===== src/hw/rtl/swmv_pkg.sv =====
// Shared constants and types for the sliding-window mean/variance core.
package swmv_pkg;

  localparam int WINDOW_MAX  = 256;
  localparam int SAMPLE_BITS = 16;
  localparam int FRAC_BITS   = 16;
  localparam int SLOT_W      = $clog2(WINDOW_MAX);
  localparam int COUNT_W     = 9;
  localparam int MEAN_W      = 32;
  localparam int M2_W        = 64;
  localparam int VAR_W       = 48;
  localparam int DIV_W       = 64;
  localparam int STEP_W      = 7;
  localparam int MUL_W       = 32;

  localparam logic [COUNT_W-1:0] WINDOW_RESET = COUNT_W'(16);

  // divide request: dividend is left-aligned so the quotient lands in the low bits
  typedef struct packed {
    logic                start;
    logic [DIV_W-1:0]    dividend;
    logic [COUNT_W-1:0]  divisor;
    logic [STEP_W-1:0]   steps;
  } div_req_t;

  typedef struct packed {
    logic             done;
    logic [DIV_W-1:0] quotient;
  } div_rsp_t;

endpackage


===== src/hw/rtl/swmv_mul.sv =====
// Registered unsigned 32x32 multiplier shared by the sequencer.
module swmv_mul (
  input  logic                           clk,
  input  logic                           en,
  input  logic [swmv_pkg::MUL_W-1:0]     a,
  input  logic [swmv_pkg::MUL_W-1:0]     b,
  output logic [2*swmv_pkg::MUL_W-1:0]   p
);

  always_ff @(posedge clk) begin
    if (en) begin
      p <= a * b;
    end
  end

endmodule


===== config.mk =====
export PLATFORM = sky130hd
export DESIGN_NAME = swmv_mul
export DESIGN_NICKNAME = d
export VERILOG_FILES = /design/src/hw/rtl/swmv_pkg.sv /design/src/hw/rtl/swmv_mul.sv
export SDC_FILE = /design/constraint.sdc
export NUM_CORES = 2
export LEC_CHECK = 0
export BUFFER_PORTS_ARGS = -buffer_cell sky130_fd_sc_hd__buf_2
export CAP_MARGIN = 25
export CELL_PAD_IN_SITES_DETAIL_PLACEMENT = 0
export CELL_PAD_IN_SITES_GLOBAL_PLACEMENT = 1
export CORE_MARGIN = 1
export CORE_UTILIZATION = 25
export CTS_CLUSTER_DIAMETER = 50
export DETAILED_ROUTE_END_ITERATION = 8
export PLACE_DENSITY = 0.59
export SYNTH_ARGS = -nofsm -noshare
export SYNTH_HDL_FRONTEND = slang
export SYNTH_SLANG_ARGS = --single-unit

===== constraint.sdc =====
create_clock -name clk -period 17.3 [get_ports clk]
set_input_delay 2.595 -clock clk [delete_from_list [all_inputs] [get_ports clk]]
set_output_delay 2.595 -clock clk [all_outputs]
set_load 0.05 [all_outputs]

==> impl_metrics.env <==
export IMPL_transition_time_of_the_tightest_slew_check_pin_ps=922
export IMPL_cts_hold_buf=0
export IMPL_synthesis_area_sq_um=35300
export IMPL_critical_path_cell_chain="buf_2 -> nand2_1 -> fa_1 -> inv_1 -> fa_1 -> inv_1 -> fa_1 -> inv_1 -> fa_1 -> fa_1 -> fa_1 -> fa_1 -> inv_1 -> fa_1 -> inv_1 -> ha_1 -> nand4_1 -> or4_1 -> or3_1 -> a31oi_1 -> a31o_2 -> a211oi_1 -> o21ai_1 -> xor2_1"
export IMPL_grt_max_degree=41
export IMPL_gp_congestion=0.818
export IMPL_postSynth_topFlopCell="sky130_fd_sc_hd__edfxtp_1"
export IMPL_layout_cell_share_with_drive_strength_beyond_1=0.0493
export IMPL_yosysSeqAreaShare=0.0544
export IMPL_startpoint_type="input port"
export IMPL_drtPass1Iterations=7
export IMPL_ratio_of_routed_vias_to_standard_cells=4.40
export IMPL_timing_critical_path_mode_cell="sky130_fd_sc_hd__fa_1"
export IMPL_timing_max_transition_violations_final=0
export IMPL_yosysUniqueCellTypes=57
export IMPL_route_detailed_drc=0
export IMPL_avgSynthCellArea_sq_um=9.42
export IMPL_final_core_util=0.271
export IMPL_detail_route_antenna_nets=0
export IMPL_max_fclk_mhz=95.7
export IMPL_antenna_found_initial=22
export IMPL_hpwl_after_detailed_placement_um=83800
export IMPL_cts_setup_buffers=0
export IMPL_die_w_um=378
export IMPL_ys_ff_latch=64
export IMPL_floorplan_core_area_sq_um=140000
export IMPL_worstPathRequired_ps=17430
export IMPL_reg_top3="p: 64 flops"
export IMPL_maximum_fanout_count_along_the_critical_path=32
export IMPL_status="complete, no violations"
export IMPL_netlist_instances=3748
export IMPL_fin_setup_tns_ps=0
export IMPL_timing_final_setup_violations=0
export IMPL_number_of_clock_sinks=64
export IMPL_synth_cells_most_frequent="sky130_fd_sc_hd__fa_1 (896), sky130_fd_sc_hd__inv_1 (865), sky130_fd_sc_hd__and2_1 (602), sky130_fd_sc_hd__nand2_1 (480), sky130_fd_sc_hd__ha_1 (263)"
export IMPL_cts_path_max_buffers=2
export IMPL_crit_slowest_cell="sky130_fd_sc_hd__a31oi_1"
export IMPL_syn_to_final_growth_pct=7.36
export IMPL_synth_edff_count=64
export IMPL_placement_rows=137
export IMPL_report_final_hold_viol_count=0
export IMPL_yosys_cell_count_top_type="sky130_fd_sc_hd__fa_1"
export IMPL_tritoncts="yes"
export IMPL_post_synth_main_area_contributors="sky130_fd_sc_hd__fa_1 (51%), sky130_fd_sc_hd__and2_1 (11%), sky130_fd_sc_hd__ha_1 (9.3%)"
export IMPL_worstSetupEndpointType="flop"
export IMPL_drt_first_iter_violations=1077
export IMPL_via_count=24500
export IMPL_die_y_extent_um=378
export IMPL_placedInstanceArea_sq_um=37600
export IMPL_critPathCapture="p[62]$_DFFE_PP_"
export IMPL_post_synth_top_area_cell="sky130_fd_sc_hd__fa_1"
export IMPL_largest_register="p"
export IMPL_io_pins=130
export IMPL_worstPathArrival_ps=10590
export IMPL_fin_ws_ps=6850
export IMPL_post_cts_resized_instances=0
export IMPL_netlist_area_leader_share=0.508
export IMPL_slew_headroom=0.385
export IMPL_grt_pass1_vias=27300
export IMPL_critical_path_startpoint="b[9]"
export IMPL_hp_class="input port to flop"
export IMPL_global_route_wire_length_before_repair_um=164000
export IMPL_cts_htree_levels=3
export IMPL_final_nets=4914
export IMPL_design_die_area_sq_um=143000
export IMPL_root_buffer="sky130_fd_sc_hd__clkbuf_16"
export IMPL_totalWireLength_um=104000
export IMPL_post_route_min_period_ps=10450
export IMPL_ys_warnings_count=0
export IMPL_synth_fp_nets=4973
export IMPL_drv_max_cap_violation_count=0
export IMPL_routed_wire_length_per_instance_um=18.7
export IMPL_final_min_period_over_clock_period=0.604
export IMPL_critPathKind="input port to flop"
export IMPL_post_place_ws_ps=6460
export IMPL_number_of_clock_buffers_inserted_by_tritoncts=9
export IMPL_grt_util_all_layers=0.152
export IMPL_clkSlewWorstSetupHoldPaths_ps=70
export IMPL_synthArstFlopShare=0
export IMPL_grt_ovfl_total=0
export IMPL_largest_register_ffs=64
export IMPL_worst_path_largest_cell_delay_ps=660
export IMPL_layout_filler_cells=15200
export IMPL_start_util=0.252
export IMPL_stdcell_area_sq_um=37900
export IMPL_rsz0062_at_grt="false"
export IMPL_port_buffers=129
-- layout by cell type, fill, tap and decap left out, types with 3 or more instances in the layout --
cell type and n:
sky130_fd_sc_hd__and3_1 14, sky130_fd_sc_hd__o221ai_1 3, sky130_fd_sc_hd__diode_2 3, sky130_fd_sc_hd__o21a_1 9, sky130_fd_sc_hd__buf_2 129, sky130_fd_sc_hd__a211oi_1 3, sky130_fd_sc_hd__a21oi_2 3, sky130_fd_sc_hd__and2_1 602
sky130_fd_sc_hd__or4_1 3, sky130_fd_sc_hd__o21bai_1 10, sky130_fd_sc_hd__ha_1 263, sky130_fd_sc_hd__a221oi_4 3, sky130_fd_sc_hd__nand3_1 10, sky130_fd_sc_hd__a21oi_1 63, sky130_fd_sc_hd__o21ai_1 5, sky130_fd_sc_hd__a31oi_1 12
sky130_fd_sc_hd__nand4_1 23, sky130_fd_sc_hd__inv_1 865, sky130_fd_sc_hd__buf_4 21, sky130_fd_sc_hd__nand2_1 480, sky130_fd_sc_hd__nor2_1 20, sky130_fd_sc_hd__a21o_1 40, sky130_fd_sc_hd__fa_1 896, sky130_fd_sc_hd__or3_1 3
sky130_fd_sc_hd__xnor2_1 35, sky130_fd_sc_hd__o21ai_0 21, sky130_fd_sc_hd__clkbuf_16 9, sky130_fd_sc_hd__edfxtp_1 64, sky130_fd_sc_hd__a21boi_1 3, sky130_fd_sc_hd__and4_1 3, sky130_fd_sc_hd__nor3_1 7, sky130_fd_sc_hd__or2_2 3
sky130_fd_sc_hd__o31ai_4 3, sky130_fd_sc_hd__xor2_1 25, sky130_fd_sc_hd__a221o_1 4, sky130_fd_sc_hd__clkinvlp_4 4
-- logic make-up after synthesis --
group	after synthesis	share of synthesized area
and+or+nand+nor	1177	0.173
adders and majority gates	1159	0.601
buffers and inverters	1085	0.116
AOI/OAI and AO/OA	202	0.0408
DFF	64	0.0544
xor gates and xnor gates	60	0.0149
muxes	1	0.000283
-- layout make-up --
| class | count | area, sq um | area share |
|---|---|---|---|
| multi-input cells | 2599 | 29300 | 0.773 |
| flip-flops and latches | 64 | 1920 | 0.0507 |
| inverters | 865 | 3250 | 0.0856 |
| clock inverters | 6 | 47.5 | 0.00125 |
| repair buffers | 150 | 803 | 0.0212 |
| well taps | 1876 | 2350 | 0.0619 |
| diodes | 3 | 7.51 | 0.000198 |
| clock buffers | 9 | 225 | 0.00594 |
-- worst min path at each step --
stage                    start         endpoint  slack (ps)  depth (start not counted)
3_3_place_gp    p[2]$_DFFE_PP_             p[2]        3130                          1
4_1_cts                     en  p[57]$_DFFE_PP_        2780                          1
6_report                    en  p[49]$_DFFE_PP_        2780                          1
3_5_place_dp   p[13]$_DFFE_PP_            p[13]        3130                          1
5_1_grt                     en  p[49]$_DFFE_PP_        2790                          1
2_1_floorplan               en   p[0]$_DFFE_PP_        2710                          0
-- worst max-delay path, delay by kind of cell --
kind | cells | cell delay [ps]
xor+xnor | 1 | 80
simple gates | 4 | 1230
compound gates | 4 | 1260
fa+ha+maj | 9 | 4500
buf+inv | 6 | 860
-- metal layers --
metal,vias up,routed length [um],global-route usage
met5,-,8,0
met3,128,3260,0.0139
met4,2,2760,0.0363
li1,10800,-,-
met1,13100,41400,0.183
met2,473,56600,0.286
-- per-stage QoR --
| stage | cells | hold slack, ps |
|---|---|---|
| 2_1_floorplan | 3748 | 2710 |
| 3_3_place_gp | 5554 | 3130 |
| 3_5_place_dp | 5554 | 3130 |
| 4_1_cts | 5569 | 2780 |
| 5_1_grt | 5569 | 2790 |
| 6_report | 5572 | 2780 |
Power is left out: the tool's default activity adds up to more than one toggle a clock period on the data nets, which glitch-free logic cannot reach.
