File: config.mk
export PLATFORM = sky130hd
export DESIGN_NAME = swmv_div
export DESIGN_NICKNAME = d
export VERILOG_FILES = /design/src/hw/rtl/swmv_pkg.sv /design/src/hw/rtl/swmv_div.sv
export SDC_FILE = /design/constraint.sdc
export NUM_CORES = 1
export LEC_CHECK = 0
export BUFFER_PORTS_ARGS = -buffer_cell sky130_fd_sc_hd__buf_2
export CAP_MARGIN = 30
export CORE_ASPECT_RATIO = 1.1
export CORE_MARGIN = 3
export CORE_UTILIZATION = 52
export CTS_BUF_LIST = sky130_fd_sc_hd__clkbuf_8
export DETAILED_ROUTE_END_ITERATION = 10
export PLACE_DENSITY = 0.92
export SLEW_MARGIN = 10
export SYNTH_ARGS = -nofsm -noshare
export SYNTH_HDL_FRONTEND = slang
export SYNTH_SLANG_ARGS = --single-unit
export TNS_END_PERCENT = 5
File: constraint.sdc
create_clock -name clk -period 6.78 [get_ports clk]
set_input_delay 0.339 -clock clk [delete_from_list [all_inputs] [get_ports clk]]
set_output_delay 0.339 -clock clk [all_outputs]
set_load 0.005 [all_outputs]
File: src/hw/rtl/swmv_pkg.sv
// Shared constants and types for the sliding-window mean/variance core.
package swmv_pkg;

  localparam int WINDOW_MAX  = 256;
  localparam int SAMPLE_BITS = 16;
  localparam int FRAC_BITS   = 16;
  localparam int SLOT_W      = $clog2(WINDOW_MAX);
  localparam int COUNT_W     = 9;
  localparam int MEAN_W      = 32;
  localparam int M2_W        = 64;
  localparam int VAR_W       = 48;
  localparam int DIV_W       = 64;
  localparam int STEP_W      = 7;
  localparam int MUL_W       = 32;

  localparam logic [COUNT_W-1:0] WINDOW_RESET = COUNT_W'(16);

  // divide request: dividend is left-aligned so the quotient lands in the low bits
  typedef struct packed {
    logic                start;
    logic [DIV_W-1:0]    dividend;
    logic [COUNT_W-1:0]  divisor;
    logic [STEP_W-1:0]   steps;
  } div_req_t;

  typedef struct packed {
    logic             done;
    logic [DIV_W-1:0] quotient;
  } div_rsp_t;

endpackage

File: src/hw/rtl/swmv_div.sv
// Restoring divider, one quotient bit per cycle, narrow divisor.
module swmv_div (
  input  logic              clk,
  input  logic              rst,
  input  swmv_pkg::div_req_t req,
  output swmv_pkg::div_rsp_t rsp
);

  logic                          busy;
  logic                          done;
  logic [swmv_pkg::STEP_W-1:0]   cnt;
  logic [swmv_pkg::DIV_W-1:0]    acc;
  logic [swmv_pkg::COUNT_W-2:0]  rem;
  logic [swmv_pkg::COUNT_W-1:0]  divisor;
  logic [swmv_pkg::COUNT_W-1:0]  rem_sh;
  logic                          fits;

  assign rem_sh = {rem, acc[swmv_pkg::DIV_W-1]};
  assign fits   = (rem_sh >= divisor);

  always_ff @(posedge clk) begin
    if (rst) begin
      busy <= 1'b0;
      done <= 1'b0;
    end else begin
      done <= 1'b0;
      if (req.start) begin
        acc     <= req.dividend;
        rem     <= '0;
        divisor <= req.divisor;
        cnt     <= req.steps;
        busy    <= 1'b1;
      end else if (busy) begin
        rem <= fits ? (swmv_pkg::COUNT_W-1)'(rem_sh - divisor)
                    : rem_sh[swmv_pkg::COUNT_W-2:0];
        acc <= {acc[swmv_pkg::DIV_W-2:0], fits};
        cnt <= cnt - 1'b1;
        if (cnt == swmv_pkg::STEP_W'(1)) begin
          busy <= 1'b0;
          done <= 1'b1;
        end
      end
    end
  end

  assign rsp.done     = done;
  assign rsp.quotient = acc;

endmodule

==> metrics.txt, run 1 <==
syn nets 386; TNS Setup 0 ns; crit path max fanout 8; fill count 602; Post-Synthesis Cells 291; nets 535; Die X 92.7 µm; Avg Cell Area, Syn 14.8 µm²; 1st-pass router iterations 6; Die ar. 9400 µm²; num rows 34; Yosys reg bits 90; status complete, no violations; drt drc 0; crit path cell chain ha_1 -> nand4_2 -> o31a_1 -> a21oi_1 -> mux2_1; hold buffers post-CTS 0; critical path type reg -> reg; fin crit share 0.338; WL/cell 16.7 µm; Max clock buf depth 2; slowest stage delay, CP 0.44 ns; Layout Skew 0.0147 ns; main area contributors after synthesis edfxtp_1 61%, mux2_2 16%, ha_1 3.2%, nand2_1 1.5%, inv_1 1.3%; MaxCap Viol Count 0; GR Util met1 0.241; clk_lat worst skew 0.35 ns; FMAX 436 MHz; CP startpoint kind register; delay-heaviest family, CP compound AO/OA/AOI/OAI gates; met3 usage 0.0520; YS warnings 0; final design utilization 0.672; Synth top area share 0.614; Final Hold Violating Endpoints 0; fraction of registers with async set or reset after synthesis 0; Synth Flop Type edfxtp_1; fin. max-slew vios 0; initial antenna violation count 0; cell taking the most area after synthesis edfxtp_1; power density over the cells 233 nW/µm²; global-route wire length before repair 14300 µm; clock slew at reported path FFs 0.10 ns; most instantiated library cell after synthesis edfxtp_1; DP HPWL 6530 µm; most frequent cells after synthesis 88 x edfxtp_1, 63 x mux2_2, 17 x nand2_1; layout cell share with drive strength beyond 1 0.530; die height 101 µm; number of synthesized flops with an enable pin 88; initial DRC count 163; Clock Tree Root clkbuf_8; Setup crit end kind register; I/O pin count 148; number of setup buffers added after CTS 0; Slowest-stage cell, CP edfxtp_1; Worst Path Buf+Inv 0; sequential area share after synthesis 0.623; largest net degree at the start of global routing 90; Worst Max-Slew Pin Slew 0.873 ns; Unique masters post-synth 49; CTS buffer count 9; GRT overflow 0; unrepaired setup endpoints after global routing no; Final Wtd Congestion 0.930; area of the mapped netlist 4300 µm²; setup violators final 0; min-delay worst type in -> reg; Total GRT Usage 0.196; core area 8000 µm²; routed wire length 9230 µm; H-tree depth 3; IO Port Bufs 147; WHS 0.155 ns; Leakage 2.24 nW; CTS tree yes; CTS resizes 0; initial core utilization 0.538; met2 GRT Util 0.336; vias in the first global route 2908; drt via density 5.32; CP arrival 2.39 ns; Layout area overhead 25.0%; vias post-DR 2943; Slew Limit Headroom 0.416; Critical Path RT 6.88 ns; ant diodes 0; busiest grt layer met2; Peak VDD IR 0.000115 V; clock sinks 90; antenna-violating nets left 0; fin crit period 2.29 ns
-- metal layers --
layer,vias to the layer above,part of all wire
met1,1428,0.40
li1,1402,-
met3,16,0.058
met5,-,0
met4,0,0.016
met2,97,0.52
-- worst reg2reg max path: cells and delay by family, from the launching register on --
family | cells | cell delay, ns
adder cells (fa/ha/maj) | 1 | 0.44
AO/OA/AOI/OAI | 2 | 0.66
flip-flops | 1 | 0.44
multiplexers | 1 | 0.34
AND/OR/NAND/NOR | 1 | 0.17
-- power breakdown --
group | switching [mW] | internal, mW | leakage [nW]
registers | 0.0209 | 0.662 | 0.856
logic | 0.105 | 0.108 | 1.28
clock network | 0.189 | 0.170 | 0.0970
total | 0.315 | 0.939 | 2.24
-- cells in the final DEF, fill, tap and decap left out, types with 9 or more instances in the layout --
| cell | Yosys | final |
|---|---|---|
| inv_1 | 15 | 15 |
| mux2_2 | 63 | 63 |
| ha_1 | 11 | 11 |
| nor2_1 | 14 | 13 |
| buf_2 | 4 | 146 |
| edfxtp_1 | 88 | 88 |
| nand2_1 | 17 | 17 |
| o21ai_0 | 9 | 9 |
| clkbuf_8 | 0 | 9 |
-- metrics by stage --
| stage | instance area [µm²] | instances | worst slack, ns | power (mW) |
|---|---|---|---|---|
| global route | 5380 | 553 | 4.39 | 1.31 |
| CTS | 5330 | 551 | 4.49 | 1.26 |
| global placement | 5140 | 535 | 4.20 | 0.893 |
| floorplan | 4300 | 291 | 1.91 | 0.826 |
| detailed placement | 5140 | 535 | 4.08 | 0.903 |
| finish | 5380 | 553 | 4.49 | 1.25 |
-- logic make-up (layout without fill, tap and decap cells) --
logic type | after synthesis | in the layout | share of synthesized area
AOI/OAI and AO/OA | 36 | 36 | 0.0646
xor gates and xnor gates | 7 | 7 | 0.0142
adders and majority gates | 12 | 12 | 0.0366
buffers and inverters | 27 | 181 | 0.0256
DFF | 90 | 90 | 0.623
muxes | 68 | 68 | 0.177
and+or+nand+nor | 51 | 51 | 0.0584
-- flip-flops by register name, indices dropped and copies added, names as in the netlist --
register / count
acc: 64
busy: 1
done: 1
rem: 8
divisor: 9
cnt: 7
-- layout make-up --
type	instances	area, µm²	area share
tap	108	135	0.0251
clock buffer	9	124	0.0230
sequential	90	2680	0.499
clock inverter	7	68.8	0.0128
inverter	15	56.3	0.0105
multi-input combinational	174	1520	0.282
timing repair buffer	150	793	0.148
-- path summary, 6_finish.rpt --
path              cells past startpoint  slack, ns    endpoint    from
hold reg to reg                       1       0.50        done    busy
hold / removal                        1       0.15  divisor[0]  req[7]
setup reg to reg                      5       4.49      rem[1]  rem[4]
setup / recovery                      5       4.49      rem[1]  rem[4]
No activity file was read; power rests on OpenSTA's default activity.
==> run 2: changes to the inputs <==
Settings changed: CORE_UTILIZATION 52 to 47, PLACE_DENSITY 0.92 to 0.89.
Clock period 6.78 ns to 2.1 ns, I/O delays scaled along.
==> metrics.txt, run 2 (synthesis gave the netlist of run 1 again) <==
IO Port Bufs 147 (unchanged); Max clock buf depth 2 (unchanged); slowest stage delay, CP 0.45 ns (about the same); R2R Setup Slk 0.03 ns (-4.46 ns); Slowest-stage cell, CP edfxtp_1; crit path cell chain ha_4 -> buf_4 -> o21a_1 -> a21oi_4 -> buf_4 -> buf_4 -> a41oi_2 -> a21bo_1; switching share of power 0.258 (+0.00695); min-delay worst type in -> reg; clock slew at reported path FFs 0.09 ns (about the same); 1st-pass router iterations 4 (-2); CTS buffer count 9 (unchanged); clock sinks 90 (unchanged); DP HPWL 7070 µm (+8.2%); cell mode on critical path buf_4; I/O pin count 148 (unchanged); vias post-DR 3093 (+5.1%); MaxCap Viol Count 0 (unchanged); end of the worst register-to-register path rem[6]; initial core utilization 0.499 (-0.0392); internal power 3.03 mW (+220%); Layout Skew 0.0153 ns (+0.000623 ns); Die X 97.2 µm (+4.9%); sequential power share 0.540 (-0.005); Hold Path Origin req[2]; WHS 0.0314 ns (-0.123 ns); core area 8630 µm² (+7.9%); drt via density 5.21 (-2.2%); initial DRC count 140 (-14%); status complete, no violations; WL/cell 16.2 µm (-2.8%); Layout area overhead 34.0%; CTS tree yes; unrepaired setup endpoints after global routing yes; Clock Tree Root clkbuf_8; worst hold path stage count 3 (+2); power density over the cells 707 nW/µm² (+200%); FMAX 483 MHz (+11%); final design utilization 0.668 (-0.00424); clk_lat worst skew 0.35 ns (about the same); power share of the clock group 0.252 (-0.034); Hold EP cnt[2]; Worst Max-Slew Pin Slew 0.479 ns (-0.394 ns); routed wire length 9630 µm (+4.4%); num rows 35 (+2.9%); antenna-violating nets left 0 (unchanged); nets 573 (+7.1%); initial antenna violation count 0 (unchanged); Final Instance Area 5760 µm² (+7.2%); CP startpoint kind register; vias in the first global route 3216 (+11%); Register-to-Register Path Depth 8 (+3); Leakage 2.40 nW (+7.2%); CP arrival 2.17 ns (-0.22 ns); Critical Path RT 2.20 ns (-4.68 ns); GRT overflow 0 (unchanged); critical path type reg -> reg; DP Area 5330 µm² (+3.7%); Total GRT Usage 0.186 (-0.0107); H-tree depth 3 (unchanged); largest net degree at the start of global routing 49 (-46%); crit path max fanout 5 (-3); most frequent cells in the layout 146 x buf_2, 88 x edfxtp_1, 63 x mux2_2; delay-heaviest family, CP compound AO/OA/AOI/OAI gates; Peak VDD IR 0.000435 V (+280%); die height 106 µm (+4.9%); worst reg2reg path startpoint rem[5]; layout cell share with drive strength beyond 1 0.569 (+0.0390); fin crit share 0.986 (+0.647); setup violators final 0 (unchanged); fin crit period 2.07 ns (-0.222 ns); Worst Path Buf+Inv 3 (+3); ant diodes 0 (unchanged); drt drc 0 (unchanged); Final Hold Violating Endpoints 0 (unchanged); TNS Setup 0 ns (unchanged); Setup crit end kind register; commonest non-fill, non-tap cell in the layout buf_2; Slew Limit Headroom 0.680 (+0.264); Die ar. 10300 µm² (+10%); Comb power frac 0.208 (+0.039); global-route wire length before repair 15400 µm (+7.7%); Net Sw Power 1.05 mW (+230%); largest register by flop count acc; largest registers acc x64, divisor x9, rem x8; Final Wtd Congestion 0.909 (-2.2%); fin. max-slew vios 0 (unchanged); fill count 641 (+6.5%); Setup crit start rem[5]; Largest register FFs 64 (unchanged); total power 4.08 mW (+230%)
## run 2: cell count changes in the layout (fill, tap and decap cells not counted), moves of 2 or more
cell | previous run | this run
ha_1 | 11 | 6
dlygate4sd3_1 | 0 | 10
buf_4 | 2 | 30
clkinv_4 | 1 | 3
ha_4 | 0 | 5
## run 2: worst max path at each step
stage / slack (ns) / depth (start not counted) / to
after floorplan: -0.02 / 8 / rem[6]
after global placement: -0.05 / 8 / rem[6]
after detailed placement: -0.09 / 8 / rem[6]
after CTS: -0.003 / 8 / rem[6]
after global routing: -0.04 / 8 / rem[6]
final: 0.03 / 8 / rem[6]
## run 2: metal layers
layer	up-vias	track usage	wire (µm)
met2	107	0.328	5180
met1	1487	0.216	3750
met5	-	0	0
met3	18	0.0492	529
li1	1481	-	-
met4	0	0.0712	172
## run 2: timing repair
| item | 4_1_cts | 5_1_grt |
|---|---|---|
| setup buffers | 1 | 8 |
| hold buffers | 10 | 0 |
| hold endpoints to repair | 10 | 0 |
| gates resized for setup | 8 | 6 |
| pin swaps | 4 | 12 |
| gates cloned | 0 | 0 |
| endpoints found under the setup margin | 4 | 7 |
## run 2: worst register-to-register path, delay by kind of cell (launching register included)
kind / cells / cell delay (ns)
flops: 1 / 0.45
compound gates: 4 / 0.65
buf+inv: 3 / 0.40
fa+ha+maj: 1 / 0.33
## run 2: per-stage QoR
stage	std cells	worst slack, ns
2_1_floorplan	291	-0.0166
4_1_cts	586	-0.00327
6_report	594	0.0303
3_3_place_gp	559	-0.0459
3_5_place_dp	559	-0.0915
5_1_grt	594	-0.0361
## run 2: area by class of cell
cell class / instances / area (µm²) / share of cell area
flip-flops and latches: 90 / 2680 / 0.465
multi-input cells: 174 / 1620 / 0.281
repair buffers: 188 / 1100 / 0.190
well taps: 111 / 139 / 0.0241
clock buffers: 9 / 124 / 0.0215
inverters: 15 / 56.3 / 0.00977
clock inverters: 7 / 46.3 / 0.00803
## run 2: power by group through the flow
stage / Clock (mW) / Sequential, mW / Combinational [mW]
floorplan: 0 / 2.24 / 0.426
global placement: 0 / 2.23 / 0.724
detailed placement: 0 / 2.24 / 0.754
CTS: 1.07 / 2.20 / 0.793
global route: 1.14 / 2.22 / 0.926
finish: 1.03 / 2.20 / 0.848
